[config.mk]
export PLATFORM = sky130hd
export DESIGN_NAME = fault_status_table
export DESIGN_NICKNAME = d
export VERILOG_FILES = /design/src/rtl/core/fst_pkg.sv /design/src/rtl/core/fault_status_table.sv
export SDC_FILE = /design/constraint.sdc
export NUM_CORES = 1
export LEC_CHECK = 0
export BUFFER_PORTS_ARGS = -buffer_cell sky130_fd_sc_hd__clkbuf_2
export CAP_MARGIN = 25
export CORE_MARGIN = 2
export CORE_UTILIZATION = 40
export CTS_BUF_LIST = sky130_fd_sc_hd__clkbuf_4 sky130_fd_sc_hd__clkbuf_8
export CTS_CLUSTER_SIZE = 20
export DETAILED_ROUTE_END_ITERATION = 16
export HOLD_SLACK_MARGIN = 0.12
export PLACE_DENSITY_LB_ADDON = 0.25
export SLEW_MARGIN = 20
export SYNTH_ARGS = -nofsm -noshare
export SYNTH_HDL_FRONTEND = slang
export SYNTH_SLANG_ARGS = --single-unit
[constraint.sdc]
create_clock -name clk -period 4 [get_ports clk]
set_clock_uncertainty 0.05 [all_clocks]
set_input_delay 0.6 -clock clk [delete_from_list [all_inputs] [get_ports clk]]
set_output_delay 0.6 -clock clk [all_outputs]
set_load 0.03 [all_outputs]
[src/rtl/core/fst_pkg.sv]
package fst_pkg;

  localparam int NUM_ENTRIES = 16;
  localparam int IDX_W       = $clog2(NUM_ENTRIES);
  localparam int ACC_W       = $clog2(NUM_ENTRIES + 1);

  localparam logic [1:0] LVL_OK      = 2'd0;
  localparam logic [1:0] LVL_WARNING = 2'd2;
  localparam logic [1:0] LVL_ERROR   = 2'd3;

  typedef enum logic [1:0] {
    ACT_SET  = 2'd0,
    ACT_UP   = 2'd1,
    ACT_DOWN = 2'd2
  } fst_action_t;

  typedef enum logic [2:0] {
    S_IDLE,
    S_LOOK,
    S_WSTART,
    S_WCHK,
    S_RSTART,
    S_RCNT,
    S_DONE
  } fst_state_t;

  typedef struct packed {
    logic [1:0] action;
    logic [3:0] entry_index;
    logic [1:0] new_level;
  } fst_in_t;

  typedef struct packed {
    logic [1:0] previous_level;
    logic       level_changed;
    logic [3:0] shown_entry;
    logic       all_ok_shown;
    logic [4:0] not_ok_count;
    logic       warning_lamp;
    logic       error_lamp;
  } fst_out_t;

  function automatic logic [4:0] sat_count(input logic [ACC_W-1:0] n);
    logic [ACC_W+4:0] wide;
    wide = {5'd0, n};
    if (wide > (ACC_W + 5)'(31)) begin
      return 5'd31;
    end
    return wide[4:0];
  endfunction

  function automatic logic [3:0] low_index(input logic [IDX_W-1:0] c);
    logic [IDX_W+3:0] wide;
    wide = {4'd0, c};
    return wide[3:0];
  endfunction

endpackage

[src/rtl/core/fault_status_table.sv]
// Alarm level table with display cursor and warning/error lamps. Each input word
// (set a level, scroll up, scroll down) yields one result word. Levels live in a
// synchronous RAM with registered read; reset takes effect at once through per-entry
// valid bits. Run time is set by the RAM scan: a scroll walks from the cursor until it
// meets a non-ok entry or the table's end, a set to a non-ok level runs a full recount,
// and a set that clears an entry runs two scroll walks and a full recount. One word is
// in work at a time; the result register lets the next word in while a result waits
// to be taken.
module fault_status_table (
  input  logic               clk,
  input  logic               rst,
  input  logic               in_valid,
  output logic               in_stall,
  input  fst_pkg::fst_in_t   in_word,
  output logic               out_valid,
  input  logic               out_stall,
  output fst_pkg::fst_out_t  out_word
);
  import fst_pkg::*;

  localparam logic [IDX_W-1:0] LAST = IDX_W'(NUM_ENTRIES - 1);

  fst_state_t state, state_next;

  logic [1:0]       mem [NUM_ENTRIES];
  logic [1:0]       rdata;
  logic             rvld;
  logic [NUM_ENTRIES-1:0] vld;
  logic             mem_we;
  logic [1:0]       lvl_rd;

  logic [IDX_W-1:0] ptr, ptr_next;
  logic [1:0]       act;
  logic [IDX_W-1:0] idx_addr;
  logic             idx_ok;
  logic [1:0]       lvl_q;
  logic [1:0]       prev, prev_next;
  logic             changed, changed_next;
  logic [IDX_W-1:0] cursor, cursor_next;
  logic             all_ok, all_ok_next;
  logic [4:0]       bad_count, bad_count_next;
  logic             warn, warn_next;
  logic             err, err_next;
  logic [ACC_W-1:0] acc, acc_next, acc_sum;
  logic             acc_w, acc_w_next;
  logic             acc_e, acc_e_next;
  logic             clear_walk, clear_walk_next;
  logic             dir_down, dir_down_next;

  logic [IDX_W+3:0] in_ext;
  logic             in_ok;
  logic [IDX_W-1:0] in_addr;
  logic [1:0]       look_prev;
  logic             look_changed;
  logic             cur_edge, ptr_edge;
  logic             walk_end;
  fst_state_t       walk_exit;
  logic             out_free;

  assign in_ext   = {4'd0, in_word.entry_index};
  assign in_ok    = in_ext < (IDX_W + 4)'(NUM_ENTRIES);
  assign in_addr  = in_ok ? in_ext[IDX_W-1:0] : '0;
  assign in_stall = (state != S_IDLE);
  assign out_free = !out_valid || !out_stall;

  assign lvl_rd       = rvld ? rdata : LVL_OK;
  assign look_prev    = idx_ok ? lvl_rd : LVL_OK;
  assign look_changed = (act == ACT_SET) && idx_ok && (look_prev != lvl_q);

  assign cur_edge = dir_down ? (cursor == '0) : (cursor == LAST);
  assign ptr_edge = dir_down ? (ptr == '0) : (ptr == LAST);
  assign walk_end = ((state == S_WSTART) && ((bad_count == 5'd0) || cur_edge)) ||
                    ((state == S_WCHK) && ((lvl_rd != LVL_OK) || ptr_edge));
  assign walk_exit = clear_walk ? (dir_down ? S_RSTART : S_WSTART) : S_DONE;

  assign acc_sum = acc + ACC_W'((lvl_rd == LVL_WARNING) || (lvl_rd == LVL_ERROR));

  always_comb begin
    state_next = state;
    unique case (state)
      S_IDLE: begin
        if (in_valid) state_next = S_LOOK;
      end
      S_LOOK: begin
        if (look_changed) begin
          state_next = (lvl_q != LVL_OK) ? S_RSTART : S_WSTART;
        end else if (act == ACT_UP || act == ACT_DOWN) begin
          state_next = S_WSTART;
        end else begin
          state_next = S_DONE;
        end
      end
      S_WSTART: begin
        state_next = walk_end ? walk_exit : S_WCHK;
      end
      S_WCHK: begin
        state_next = walk_end ? walk_exit : S_WCHK;
      end
      S_RSTART: state_next = S_RCNT;
      S_RCNT: begin
        if (ptr == LAST) state_next = S_DONE;
      end
      S_DONE: begin
        if (out_free) state_next = S_IDLE;
      end
      default: state_next = S_IDLE;
    endcase
  end

  always_comb begin
    ptr_next        = ptr;
    prev_next       = prev;
    changed_next    = changed;
    cursor_next     = cursor;
    all_ok_next     = all_ok;
    bad_count_next  = bad_count;
    warn_next       = warn;
    err_next        = err;
    acc_next        = acc;
    acc_w_next      = acc_w;
    acc_e_next      = acc_e;
    clear_walk_next = clear_walk;
    dir_down_next   = dir_down;
    mem_we          = 1'b0;
    unique case (state)
      S_IDLE: begin
        ptr_next = in_addr;
      end
      S_LOOK: begin
        prev_next       = look_prev;
        changed_next    = look_changed;
        clear_walk_next = 1'b0;
        dir_down_next   = (act == ACT_DOWN);
        if (look_changed) begin
          mem_we        = 1'b1;
          dir_down_next = 1'b0;
          if (lvl_q != LVL_OK) begin
            cursor_next = idx_addr;
            all_ok_next = 1'b0;
          end else begin
            clear_walk_next = 1'b1;
          end
        end
      end
      S_WSTART: begin
        if (bad_count == 5'd0) begin
          all_ok_next = 1'b1;
        end else if (!cur_edge) begin
          ptr_next = dir_down ? cursor - 1'b1 : cursor + 1'b1;
        end
      end
      S_WCHK: begin
        if (lvl_rd != LVL_OK) begin
          cursor_next = ptr;
          all_ok_next = 1'b0;
        end else if (!ptr_edge) begin
          ptr_next = dir_down ? ptr - 1'b1 : ptr + 1'b1;
        end
      end
      S_RSTART: begin
        ptr_next   = '0;
        acc_next   = '0;
        acc_w_next = 1'b0;
        acc_e_next = 1'b0;
      end
      S_RCNT: begin
        acc_next   = acc_sum;
        acc_w_next = acc_w || (lvl_rd == LVL_WARNING);
        acc_e_next = acc_e || (lvl_rd == LVL_ERROR);
        if (ptr == LAST) begin
          bad_count_next = sat_count(acc_sum);
          warn_next      = acc_w_next;
          err_next       = acc_e_next;
          if (sat_count(acc_sum) == 5'd0) all_ok_next = 1'b1;
        end else begin
          ptr_next = ptr + 1'b1;
        end
      end
      S_DONE: begin
      end
      default: begin
      end
    endcase
    if (walk_end && clear_walk && !dir_down) dir_down_next = 1'b1;
  end

  always_ff @(posedge clk) begin
    if (mem_we) mem[idx_addr] <= lvl_q;
    rdata <= mem[ptr_next];
    rvld  <= vld[ptr_next];
  end

  always_ff @(posedge clk) begin
    if (rst) begin
      vld <= '0;
    end else if (mem_we) begin
      vld[idx_addr] <= 1'b1;
    end
  end

  always_ff @(posedge clk) begin
    if (state == S_IDLE) begin
      act      <= in_word.action;
      idx_addr <= in_addr;
      idx_ok   <= in_ok;
      lvl_q    <= in_word.new_level;
    end
    ptr        <= ptr_next;
    prev       <= prev_next;
    changed    <= changed_next;
    acc        <= acc_next;
    acc_w      <= acc_w_next;
    acc_e      <= acc_e_next;
    clear_walk <= clear_walk_next;
    dir_down   <= dir_down_next;
    if (state == S_DONE && out_free) begin
      out_word.previous_level <= prev;
      out_word.level_changed  <= changed;
      out_word.shown_entry    <= low_index(cursor);
      out_word.all_ok_shown   <= all_ok;
      out_word.not_ok_count   <= bad_count;
      out_word.warning_lamp   <= warn;
      out_word.error_lamp     <= err;
    end
  end

  always_ff @(posedge clk) begin
    if (rst) begin
      state     <= S_IDLE;
      cursor    <= '0;
      all_ok    <= 1'b1;
      bad_count <= 5'd0;
      warn      <= 1'b0;
      err       <= 1'b0;
      out_valid <= 1'b0;
    end else begin
      state     <= state_next;
      cursor    <= cursor_next;
      all_ok    <= all_ok_next;
      bad_count <= bad_count_next;
      warn      <= warn_next;
      err       <= err_next;
      if (state == S_DONE && out_free) begin
        out_valid <= 1'b1;
      end else if (!out_stall) begin
        out_valid <= 1'b0;
      end
    end
  end

  a_accept_look: assert property (@(posedge clk) disable iff (rst)
    in_valid && !in_stall |=> state == S_LOOK)
    else $error("accepted word did not start a lookup");

  a_idle_zero_allok: assert property (@(posedge clk) disable iff (rst)
    state == S_IDLE && bad_count == 5'd0 |-> all_ok)
    else $error("zero count without all-ok display");

  a_lamps_count: assert property (@(posedge clk) disable iff (rst)
    state == S_IDLE |-> ((warn || err) == (bad_count != 5'd0)))
    else $error("lamps disagree with count");

  a_count_bound: assert property (@(posedge clk) disable iff (rst)
    bad_count <= sat_count(ACC_W'(NUM_ENTRIES)))
    else $error("count above table size");

  a_write_only_look: assert property (@(posedge clk) disable iff (rst)
    mem_we |=> state == S_RSTART || state == S_WSTART)
    else $error("table write not followed by walk or recount");

endmodule
After elaboration in Yosys (flattened, before gate mapping)
Memories as Yosys holds them, arrays and structs flattened. A register that Yosys moved wholly into a read port is not among the register bits.
Index checks and enable logic that the tools add are counted.
{"block": "totals", "register_bits": 73, "ram_bits": 32, "input_bits": 12, "out_inout_bits": 17, "word_cells": 146, "n_memories": 1}
{"block": "classes", "add_sub_neg": 5, "order_cmp": 4, "eq_ne": 22, "muxes": 49, "n_bitwise": 1, "n_reduce_logical": 36}
{"memory": "mem", "depth": 16, "word_bits": 2, "rd": 1, "rd_clocked_by_memory_dff": 1, "write_ports": 1, "line": "fault_status_table.sv:25", "source": "logic [1:0] mem [NUM_ENTRIES];"}
{"cell": "4-bit 2-to-1 mux", "n": 11}
{"cell": "3-bit 2-to-1 mux", "n": 9}
{"cell": "4-bit one-hot mux with 5 select lines", "n": 1}
{"cell": "1-bit 2-to-1 mux", "n": 18}
{"cell": "3-bit one-hot mux with 6 select lines", "n": 1}
{"cell": "16-bit OR", "n": 1}
{"cell": "4-bit by 5-bit < comparator with 1-bit output, second input constant", "n": 3}
{"cell": "2-bit != test, second input constant", "n": 6}
{"cell": "5-bit logical NOT", "n": 2}
{"cell": "5-bit one-hot mux with 2 select lines", "n": 1}
{"cell": "3-bit equality test, second input constant", "n": 3}
{"cell": "4-bit by 1-bit adder with 4-bit output, second input constant", "n": 2}
{"cell": "4-bit equality test, second input constant", "n": 2}
{"cell": "1-bit logical AND", "n": 8}
{"cell": "4-bit logical NOT", "n": 2}
{"cell": "1-bit logical OR", "n": 8}
{"cell": "4-bit one-hot mux with 2 select lines", "n": 1}
{"cell": "2-bit nonzero test", "n": 4}
{"cell": "4-bit by 1-bit subtractor with 4-bit output, second input constant", "n": 2}
{"cell": "7-bit AND reduction", "n": 1}
{"cell": "2-bit equality test, second input constant", "n": 3}
{"cell": "3-bit by 2-bit equality test with 1-bit output, second input constant", "n": 2}
{"cell": "2-bit by 1-bit != test with 1-bit output, second input constant", "n": 3}
{"cell": "5-bit by 1-bit adder with 5-bit output", "n": 1}
{"cell": "other kinds (18)", "n": 22}

Logic depth before layout (Yosys ltp)
Gate-level depths: netlist of run 1.
{"block": "logic_depth", "depth_word": 8, "depth_mapped": 11}

Least setup slack after synthesis of run 1
Ideal clock, no wire load.
{"block": "synth_path", "path_type": "reg2reg", "start": "reg state[1]", "end": "reg rdata[0] (read register of mem)", "setup_ps": 125, "t_arrival_ps": 2800, "setup_slack_ps": 1024, "path_stages_with_launch": 11, "path_buffers": 1, "period_less_slack_ps": 2976, "cell_sequence": "dfxtp_1 > inv_1 > ha_1 > o31ai_4 > o21ai_0 > a221o_1 > a311oi_2 > buf_6 > mux4_1 > nand3_1 > nand4_1"}
{"block": "synth_via", "elab_chain_len": 2, "elab_cells_between_ends": 6}
{"item": "start, declared", "line": "fault_status_table.sv:23", "source": "fst_state_t state, state_next;"}
{"item": "start signal, assigned", "line": "fault_status_table.sv:237", "source": "state <= state_next;"}
{"item": "3-bit equality test, or another cell as far along", "line": "fault_status_table.sv:125", "source": "unique case (state)"}
{"item": "4-bit one-hot mux with 5 select lines *", "line": "fault_status_table.sv:125"}
{"item": "end, declared", "line": "fault_status_table.sv:26", "source": "logic [1:0] rdata;"}
Every way passes the cells marked *; elsewhere a longest branch is shown, timed or not.
A chain may end at the register's enable or synchronous reset.

Final worst setup path of run 1
{"block": "layout_path", "start": "reg dir_down", "end": "reg rdata[0] (read register of mem)"}
{"block": "layout_via", "elab_chain_len": 4, "elab_cells_between_ends": 9}
{"item": "start, declared", "line": "fault_status_table.sv:48", "source": "logic dir_down, dir_down_next;"}
{"item": "start signal, assigned", "line": "fault_status_table.sv:215", "source": "dir_down <= dir_down_next;"}
{"item": "4-bit 2-to-1 mux, or another cell as far along", "line": "fault_status_table.sv:157", "source": "ptr_next = dir_down ? ptr - 1'b1 : ptr + 1'b1;"}
{"item": "4-bit 2-to-1 mux (on tied branches)", "line": "fault_status_table.sv:156, fault_status_table.sv:148"}
{"item": "4-bit 2-to-1 mux (on tied branches)", "line": "fault_status_table.sv:153, fault_status_table.sv:146"}
{"item": "4-bit one-hot mux with 5 select lines *", "line": "fault_status_table.sv:125"}
Marks and branches as above.

==> results of run 1 <==
## worst max-delay path, delay by kind of cell (launching register included)
kind                   cells  cell delay (ps)
AO/OA/AOI/OAI              2              600
buffers and inverters      1              260
flip-flops                 1              720
multiplexers               2              870
AND/OR/NAND/NOR            4              540
## metal layers
layer	up-vias	share of wire [%]
li1	1491	-
met1	1456	43
met2	119	49
met3	18	6.0
met4	0	2.2
met5	-	0
## Yosys cell counts (all sizes together) (4+ instances only)
library cell / count
mux4: 12
edfxtp: 66
o21ba: 6
xor2: 6
nand3b: 4
nand2: 14
nand4: 4
dfxtp: 40
inv: 16
clkbuf: 7
o21ai: 11
nor2: 72
nand3: 19
a211oi: 6
a31oi: 5
nand2b: 9
a21oi: 17
buf: 6
ha: 12
nor3: 7
## per-stage QoR
step | utilization [%] | setup slack, ps
6_report | 45.3 | 846
5_1_grt | 45.3 | 525
4_1_cts | 45.3 | 855
3_5_place_dp | 43.5 | 874
3_3_place_gp | 43.5 | 955
2_1_floorplan | - | 1020
## cell type report
class	count	share of cell area [%]
multi-input combinational	251	34.6
sequential	106	53.5
timing repair buffer	32	3.27
inverter	16	1.15
clock buffer	9	2.38
clock inverter	7	1.66
tap	143	3.44
## worst min-delay path by stage
| stage | start | cells past startpoint | to | slack, ps |
|---|---|---|---|---|
| after detailed placement | prev[1]$_DFFE_PP_ | 0 | out_word[14]$_DFFE_PP_ | 360 |
| final | in_word[1] | 1 | lvl_q[1]$_DFFE_PN_ | 340 |
| after global placement | prev[1]$_DFFE_PP_ | 0 | out_word[14]$_DFFE_PP_ | 350 |
| after floorplan | changed$_DFFE_PP_ | 0 | out_word[12]$_DFFE_PP_ | 350 |
| after CTS | in_word[1] | 1 | lvl_q[1]$_DFFE_PN_ | 320 |
| after global routing | in_word[7] | 1 | act[1]$_DFFE_PN_ | 320 |
## registers in the layout (all words and copies together), names as in the netlist, 3 cells and up
register	count
out_word	15
idx_addr	4
cursor	4
acc	5
mem	32
bad_count	5
state	3
ptr	4
vld	16
## layout by cell type (no fill, tap or decap), drive strengths merged, types with 3 or more instances in the layout
cell type,Yosys,final
nor2,72,72
o21ai,11,11
clkbuf,7,37
nand2,14,14
nand3b,4,4
nand4,4,4
a211oi,6,6
o31ai,3,3
edfxtp,66,66
inv,16,19
mux2i,3,3
nand3,19,19
nand2b,9,9
a21oi,17,17
ha,12,12
xnor2,3,3
nor3,7,7
and2,3,3
xor2,6,6
o211ai,3,3
buf,6,4
dfxtp,40,40
mux4,12,12
and3,3,3
clkinv,0,3
o21ba,6,6
a31oi,5,5
## cell families after synthesis
group / Yosys count / synth area share (%)
and+or+nand+nor: 146 / 14.8
DFF: 106 / 59.2
AOI/OAI and AO/OA: 67 / 10.7
buffers and inverters: 29 / 2.71
muxes: 16 / 7.34
adders and majority gates: 13 / 3.62
xor gates and xnor gates: 9 / 1.68
## report_power, final
group | internal, mW | switching (mW)
logic | 0.602 | 0.820
registers | 1.40 | 0.271
clock network | 0.301 | 0.380
==> impl_metrics.csv, run 1 <==
group,metric,value,unit
grt,antenna_found_initial,0,
final_layout,drive_gt1_share,15.9,%
grt,grt_use_met3,4.00,%
sta,rsz0062_at_grt,"false",
grt,grt_pass1_wl,15600,um
pwr,p_leak,1.94,nW
clock_network,ctsResizeCount,0,
grt,grtUsageMet2,26.3,%
sta,fin_crit,3150,ps
sta,relSlewSlack,48.7,%
sta,worstMarginPinSlew,769,ps
clock_network,hold_buffers,0,
synth,synth_area_per_cell,12.2,um^2
setup_path,cp-start-kind,"flip-flop",
clock_network,cts_buffers,9,
synth,yosys_warnings,0,
drt,drc_errors,0,
setup_path,reg2reg_from,"dir_down$_SDFFE_PP1P_",
setup_path,cp.required,4220,ps
synth,yosysTopAreaCellShare,42.1,%
drt,drt-vias-per-instance,5.47,
sta,hold_viol,0,
sta,max_freq,0.317,GHz
sta,hold_ws,337,ps
setup_path,startpoint,"dir_down$_SDFFE_PP1P_",
pwr,peakVddDrop,0.000378,V
run_status,status,"completed",
setup_path,r2r_cells,9,
die,chipWidth,112,um
synth,yosys-top-cells-area,"edfxtp_1, dfxtp_1, nor2_1, mux4_1, ha_1",
drt,num_vias,3084,
grt,grt_use_met1,20.5,%
setup_path,path_class,"reg -> reg",
final_layout,fillers,1054,
clock_network,cts_max_path_buffers,2,
final_layout,multi_input_area,0.00180,mm^2
drt,drt_first_pass_iters,5,
die,die_h,112,um
drt,routed_wl,9740,um
hold_path,hp-class,"in -> reg",
final_layout,stdcell_count,564,
final_layout,area_growth,10.6,%
setup_path,slowest_stage,"dfxtp_1",
grt,grt-ovfl-total,0,
final_layout,seqCellArea,0.00278,mm^2
placement,detailed_place.area,0.00499,mm^2
setup_path,path_max_fanout,17,
clock_network,root_buffer,"clkbuf_8",
synth,ys_ff_latch,106,
synth,async_flop_share,0,%
synth,ys_seq_area_share,59.2,%
die,dieArea,0.0126,mm^2
die,rows,39,
synth,synth_top_area_cell,"edfxtp_1",
die,coreArea,0.0115,mm^2
pwr,power.density,726,mW/mm^2
grt,grt_pass1_vias,2960,
sta,setup_viol,0,
grt,grt.busiest_layer,"met2",
synth,synth_edf_count,66,
setup_path,cp.arrival,3380,ps
synth,syn-instance-count,386,
clock_network,htreeDepth,3,
setup_path,slowest_delay,720,ps
synth,synth_cell_type_count,59,
die,start_util,41.0,%
final_layout,nets,441,
pwr,finalPower,3.78,mW
sta,period_share,78.9,%
clock_network,cts.clk_slew.worst_paths,100,ps
drt,drt_iter0_markers,159,
placement,dp_cells,548,
setup_path,rrSetupSlack,850,ps
flow_run,cap_viol_max_count,0,
clock_network,insertion_delay,380,ps
synth,syn_area,0.00470,mm^2
placement,place_congestion,0.890,
drt,drtAntennaViolNets,0,
setup_path,endpoint_kind,"flip-flop",
sta,drv_slew,0,
grt,grt_max_degree,33,
final_layout,fin_area,0.00520,mm^2
clock_network,tritoncts,"yes",
synth,synthFlopType,"edfxtp_1",
sta,timing.setup.tns,0,ps
placement,place.port_buffers,28,
placement,dpl.hpwl,6960,um
setup_path,crit_end,"rdata[0]$_DFF_P_",
drt,avgRoutedWirePerCell,17.3,um
clock_network,post_cts_buffers,0,
grt,grtUsageTotal,16.0,%
setup_path,rr_endpoint,"rdata[0]$_DFF_P_",
final_layout,diodes,0,
die,io_pins,29,
setup_path,path_cells,"and4b_1 > mux2_2 > o211ai_2 > nor2_1 > a311oi_2 > buf_4 > mux4_1 > nand3_1 > nand4_1",
clock_network,clock_sinks,106,
synth,synth_fp_nets,411,
Power figures use the tool's default switching activity.
==> inputs of run 2 (changes only) <==
==> constraint.sdc (replaced) <==
create_clock -name clk -period 2.8 [get_ports clk]
set_clock_uncertainty 0.05 [all_clocks]
set_input_delay 0.42 -clock clk [delete_from_list [all_inputs] [get_ports clk]]
set_output_delay 0.42 -clock clk [all_outputs]
set_load 0.03 [all_outputs]
==> impl_metrics.csv, run 2 (synthesis results as in run 1) <==
group,metric,value,unit
sta,relSlewSlack,50.5,%
pwr,finalPower,6.17,mW
pwr,p_comb_share,46.5,%
setup_path,cp-start-kind,"flip-flop",
placement,dpl.hpwl,7810,um
drt,drt_first_pass_iters,5,
final_layout,nets,473,
pwr,power.density,1110,mW/mm^2
grt,grtUsageTotal,17.8,%
setup_path,path_class,"reg -> reg",
sta,setup_viol,0,
setup_path,reg2reg_from,"bad_count[3]$_SDFFE_PP0P_",
grt,grt_pass1_vias,3247,
sta,fin_ws,34.3,ps
final_layout,largest_reg_flops,32,
pwr,clock_power_share,17.2,%
sta,worstMarginPinSlew,743,ps
final_layout,multi_input_area,0.00183,mm^2
setup_path,path_max_fanout,5,
hold_path,whs_path_depth,1,
flow_run,cap_viol_max_count,0,
setup_path,startpoint,"bad_count[3]$_SDFFE_PP0P_",
sta,timing.setup.tns,0,ps
die,io_pins,29,
final_layout,top_register,"mem",
clock_network,cts.clk_slew.worst_paths,100,ps
drt,drt-vias-per-instance,5.37,
setup_path,cp.arrival,2980,ps
pwr,p_int,3.86,mW
hold_path,hold_start,"in_word[0]",
die,start_util,41.0,%
die,chipWidth,112,um
sta,hold_ws,161,ps
setup_path,endpoint_kind,"flip-flop",
sta,hold_viol,0,
pwr,peakVddDrop,0.000543,V
sta,fin_crit,2770,ps
setup_path,r2r_cells,10,
final_layout,layout_common_cells,"nor2_1, edfxtp_1, dfxtp_1",
drt,avgRoutedWirePerCell,17.7,um
sta,period_share,98.8,%
pwr,netSwitchingFraction,37.4,%
final_layout,drive_gt1_share,25.8,%
sta,max_freq,0.362,GHz
setup_path,cp.required,3010,ps
placement,dpl_worst_slack,6.15,ps
drt,drc_errors,0,
clock_network,cts_buffers,9,
hold_path,hold_end,"lvl_q[0]$_DFFE_PN_",
clock_network,cts_max_path_buffers,2,
setup_path,rrSetupSlack,30,ps
clock_network,root_buffer,"clkbuf_8",
drt,drt_iter0_markers,146,
pwr,p_seq_share,36.3,%
hold_path,hp-class,"in -> reg",
clock_network,insertion_delay,380,ps
clock_network,clock_sinks,106,
drt,num_vias,3200,
placement,place.port_buffers,28,
grt,antenna_found_initial,0,
final_layout,reg_top3,"mem (32), vld (16), out_word (15)",
drt,drtAntennaViolNets,0,
final_layout,fillers,1010,
sta,rsz0062_at_grt,"true",
grt,grt_pass1_wl,17200,um
clock_network,htreeDepth,3,
die,die_h,112,um
drt,routed_wl,10500,um
pwr,switching_power,2.31,mW
grt,grt-ovfl-total,0,
setup_path,rr_endpoint,"rdata[0]$_DFF_P_",
pwr,p_leak,2.10,nW
sta,drv_slew,0,
run_status,status,"completed",
placement,place_congestion,0.941,
die,rows,39,
final_layout,diodes,0,
final_layout,area_growth,17.7,%
clock_network,tritoncts,"yes",
final_layout,seqCellArea,0.00279,mm^2
final_layout,layout_commonest_cell,"nor2_1",
die,dieArea,0.0126,mm^2
grt,grt_max_degree,33,
die,coreArea,0.0115,mm^2
## run 2: changes by cell type in the layout (fill, tap and decap cells not counted), sizes merged
cell,change
buf,+32
inv,-1
bufinv,+1
## run 2: worst max-delay path, stage by stage (launching register included)
cell and delay (ps):
dfxtp_1 320, or4_4 540, o21bai_4 180, nor3_2 70, a221o_1 290, a311oi_4 220
buf_6 160, buf_12 120, mux4_2 520, nand3_2 90, nand4_1 100
## run 2: worst max-delay path by stage
stage	slack, ps	cells after the start	endpoint
after floorplan	10	9	rdata[0]$_DFF_P_
after global placement	50	9	rdata[1]$_DFF_P_
after detailed placement	6	9	rdata[0]$_DFF_P_
after CTS	10	10	rdata[0]$_DFF_P_
after global routing	-40	10	rdata[0]$_DFF_P_
final	30	10	rdata[0]$_DFF_P_
## run 2: what timing repair did
action,in CTS,in global routing
gates cloned,1,0
buffers inserted,2,0
endpoints found under the setup margin,2,3
gates resized for setup,2,16
hold buffers,0,0
endpoints found under the hold margin,0,0
pin swaps,1,2
## run 2: cell type report
cell class | count | area share, %
clock buffer | 9 | 2.24
clock inverter | 7 | 2.01
inverter | 16 | 1.08
multi-input combinational | 251 | 33.0
sequential | 106 | 50.4
tap | 143 | 3.23
timing repair buffer | 64 | 8.07
## run 2: per-layer routing
metal  wire [um]  up-vias  track usage [%]
met5           0        -                0
met4         146        0             6.42
met3         560       13             4.32
met2        5260      104             30.2
met1        4580     1543             22.2
li1            -     1540                -
## run 2: power groups by stage
| stage | registers [mW] | logic, mW | clock network (mW) |
|---|---|---|---|
| 2_1_floorplan | 2.22 | 1.76 | 0 |
| 3_3_place_gp | 2.26 | 2.57 | 0 |
| 3_5_place_dp | 2.26 | 2.61 | 0 |
| 4_1_cts | 2.23 | 2.78 | 1.09 |
| 5_1_grt | 2.27 | 3.14 | 1.16 |
| 6_report | 2.24 | 2.87 | 1.06 |
## run 2: stage by stage
step	util (%)	cell area, um^2	cells
2_1_floorplan	-	4740	386
5_1_grt	48.3	5540	596
3_5_place_dp	45.8	5250	577
6_report	48.3	5540	596
4_1_cts	48.2	5530	596
3_3_place_gp	45.8	5250	577
==> inputs of run 3 (changes only) <==
--- a/config.mk
+++ b/config.mk
@@ -13,7 +13,7 @@
 export CTS_CLUSTER_SIZE = 20
 export DETAILED_ROUTE_END_ITERATION = 16
 export HOLD_SLACK_MARGIN = 0.12
-export PLACE_DENSITY_LB_ADDON = 0.25
+export PLACE_DENSITY = 0.66
 export SLEW_MARGIN = 20
 export SYNTH_ARGS = -nofsm -noshare
 export SYNTH_HDL_FRONTEND = slang
==> impl_metrics.csv, run 3 (synthesis results as in run 1) <==
group,metric,value,unit
hold_path,hp-class,"in -> reg",
final_layout,largest_reg_flops,32,
pwr,p_seq_share,36.5,%
final_layout,reg_top3,"mem (32), vld (16), out_word (15)",
final_layout,layout_commonest_cell,"nor2_1",
clock_network,cts_max_path_buffers,2,
clock_network,tritoncts,"yes",
setup_path,startpoint,"bad_count[1]$_SDFFE_PP0P_",
die,chipWidth,112,um
sta,fin_ws,-7.49,ps
grt,grt-ovfl-total,0,
pwr,netSwitchingFraction,39.2,%
sta,drv_slew,0,
clock_network,htreeDepth,3,
final_layout,utilization,48.5,%
final_layout,fin_area,0.00556,mm^2
final_layout,drive_gt1_share,28.8,%
sta,rsz0062_at_grt,"true",
final_layout,top_register,"mem",
drt,drc_errors,0,
clock_network,cts.clk_slew.worst_paths,100,ps
setup_path,cp.required,3020,ps
grt,grtUsageTotal,17.7,%
flow_run,cap_viol_max_count,0,
hold_path,hold_start,"in_word[6]",
sta,period_share,100,%
sta,hold_viol,0,
die,die_h,112,um
die,coreArea,0.0115,mm^2
setup_path,cp-start-kind,"flip-flop",
setup_path,reg2reg_from,"bad_count[1]$_SDFFE_PP0P_",
final_layout,stdcell_count,602,
final_layout,fillers,1011,
drt,drt_iter0_markers,201,
sta,relSlewSlack,52.8,%
die,rows,39,
pwr,clock_power_share,15.7,%
final_layout,area_growth,18.2,%
setup_path,path_max_fanout,6,
clock_network,root_buffer,"clkbuf_8",
clock_network,cts_buffers,9,
clock_network,hold_buffers,0,
sta,timing.setup.tns,-7.49,ps
pwr,p_comb_share,47.8,%
final_layout,layout_common_cells,"nor2_1, edfxtp_1, buf_4",
die,io_pins,29,
pwr,p_int,3.77,mW
drt,avgRoutedWirePerCell,17.9,um
sta,setup_viol,1,
grt,grt_pass1_wl,17200,um
die,start_util,41.0,%
pwr,p_leak,2.10,nW
drt,drtAntennaViolNets,0,
drt,num_vias,3262,
setup_path,cp.arrival,3030,ps
final_layout,diodes,0,
run_status,status,"finished, violations left",
placement,place.port_buffers,28,
drt,routed_wl,10800,um
placement,dpl.hpwl,7570,um
clock_network,clock_sinks,106,
setup_path,endpoint_kind,"flip-flop",
sta,worstMarginPinSlew,706,ps
die,dieArea,0.0126,mm^2
run_status,violations,"negative setup slack",
sta,hold_ws,161,ps
sta,fin_crit,2810,ps
grt,grt_pass1_vias,3287,
drt,drt-vias-per-instance,5.42,
setup_path,path_class,"reg -> reg",
placement,dp_cells,574,
final_layout,nets,479,
pwr,switching_power,2.43,mW
grt,grt_max_degree,33,
placement,detailed_place.area,0.00523,mm^2
grt,antenna_found_initial,0,
pwr,peakVddDrop,0.000618,V
clock_network,insertion_delay,380,ps
placement,place_congestion,0.877,
pwr,power.density,1110,mW/mm^2
drt,drt_first_pass_iters,4,
sta,max_freq,0.356,GHz
-- run 3: path summary, 6_finish.rpt --
| check | to | slack [ps] | cells after the start |
|---|---|---|---|
| worst min-delay path | act[0]$_DFFE_PN_ | 160 | 1 |
| worst max register to register | rdata[0]$_DFF_P_ | -7 | 9 |
| worst min register to register | out_word[14]$_DFFE_PP_ | 380 | 0 |
| worst max-delay path | rdata[0]$_DFF_P_ | -7 | 9 |
-- run 3: timing repair --
item	4_1_cts	5_1_grt
pin swaps	3	13
setup endpoints to repair	2	3
gates resized for setup	13	18
setup buffers	6	6
gates cloned	1	1
-- run 3: worst max-delay path: stages (launching register included) --
cell and delay, ps:
dfxtp_2 330, or4_4 540, o21bai_4 170, nor3_2 80, a221o_1 300, a311oi_4 330, buf_6 200, mux4_2 510
nand3_2 100, nand4_1 90
-- run 3: metrics by stage --
stage | power (mW) | setup slack [ps]
after floorplan | 3.98 | 12.3
after global placement | 4.82 | -6.81
after detailed placement | 4.85 | -28.8
after CTS | 6.05 | 3.71
after global routing | 6.55 | -96.8
final | 6.20 | -7.49
-- run 3: layer usage --
layer / share of wire, % / up-vias / wire length [um] / global-route usage [%]
li1: - / 1562 / - / -
met1: 45 / 1594 / 4800 / 23.0
met2: 49 / 88 / 5260 / 29.2
met3: 5.0 / 18 / 543 / 4.32
met4: 1.5 / 0 / 166 / 6.10
met5: 0 / - / 0 / 0
-- run 3: power groups by stage --
stage / clock network (mW) / logic, mW / registers [mW]
4_1_cts: 0.995 / 2.81 / 2.25
6_report: 0.974 / 2.96 / 2.26
3_3_place_gp: 0 / 2.54 / 2.28
2_1_floorplan: 0 / 1.76 / 2.22
3_5_place_dp: 0 / 2.57 / 2.28
5_1_grt: 1.05 / 3.20 / 2.30
-- run 3: area by class of cell --
class                   count  area [um^2]  share of cell area (%)
clock buffers               9          124                    2.23
well taps                 143          179                    3.22
repair buffers             69          459                    8.26
flip-flops and latches    106         2790                    50.2
clock inverters             7         87.6                    1.58
multi-input cells         252         1860                    33.4
inverters                  16         60.1                    1.08
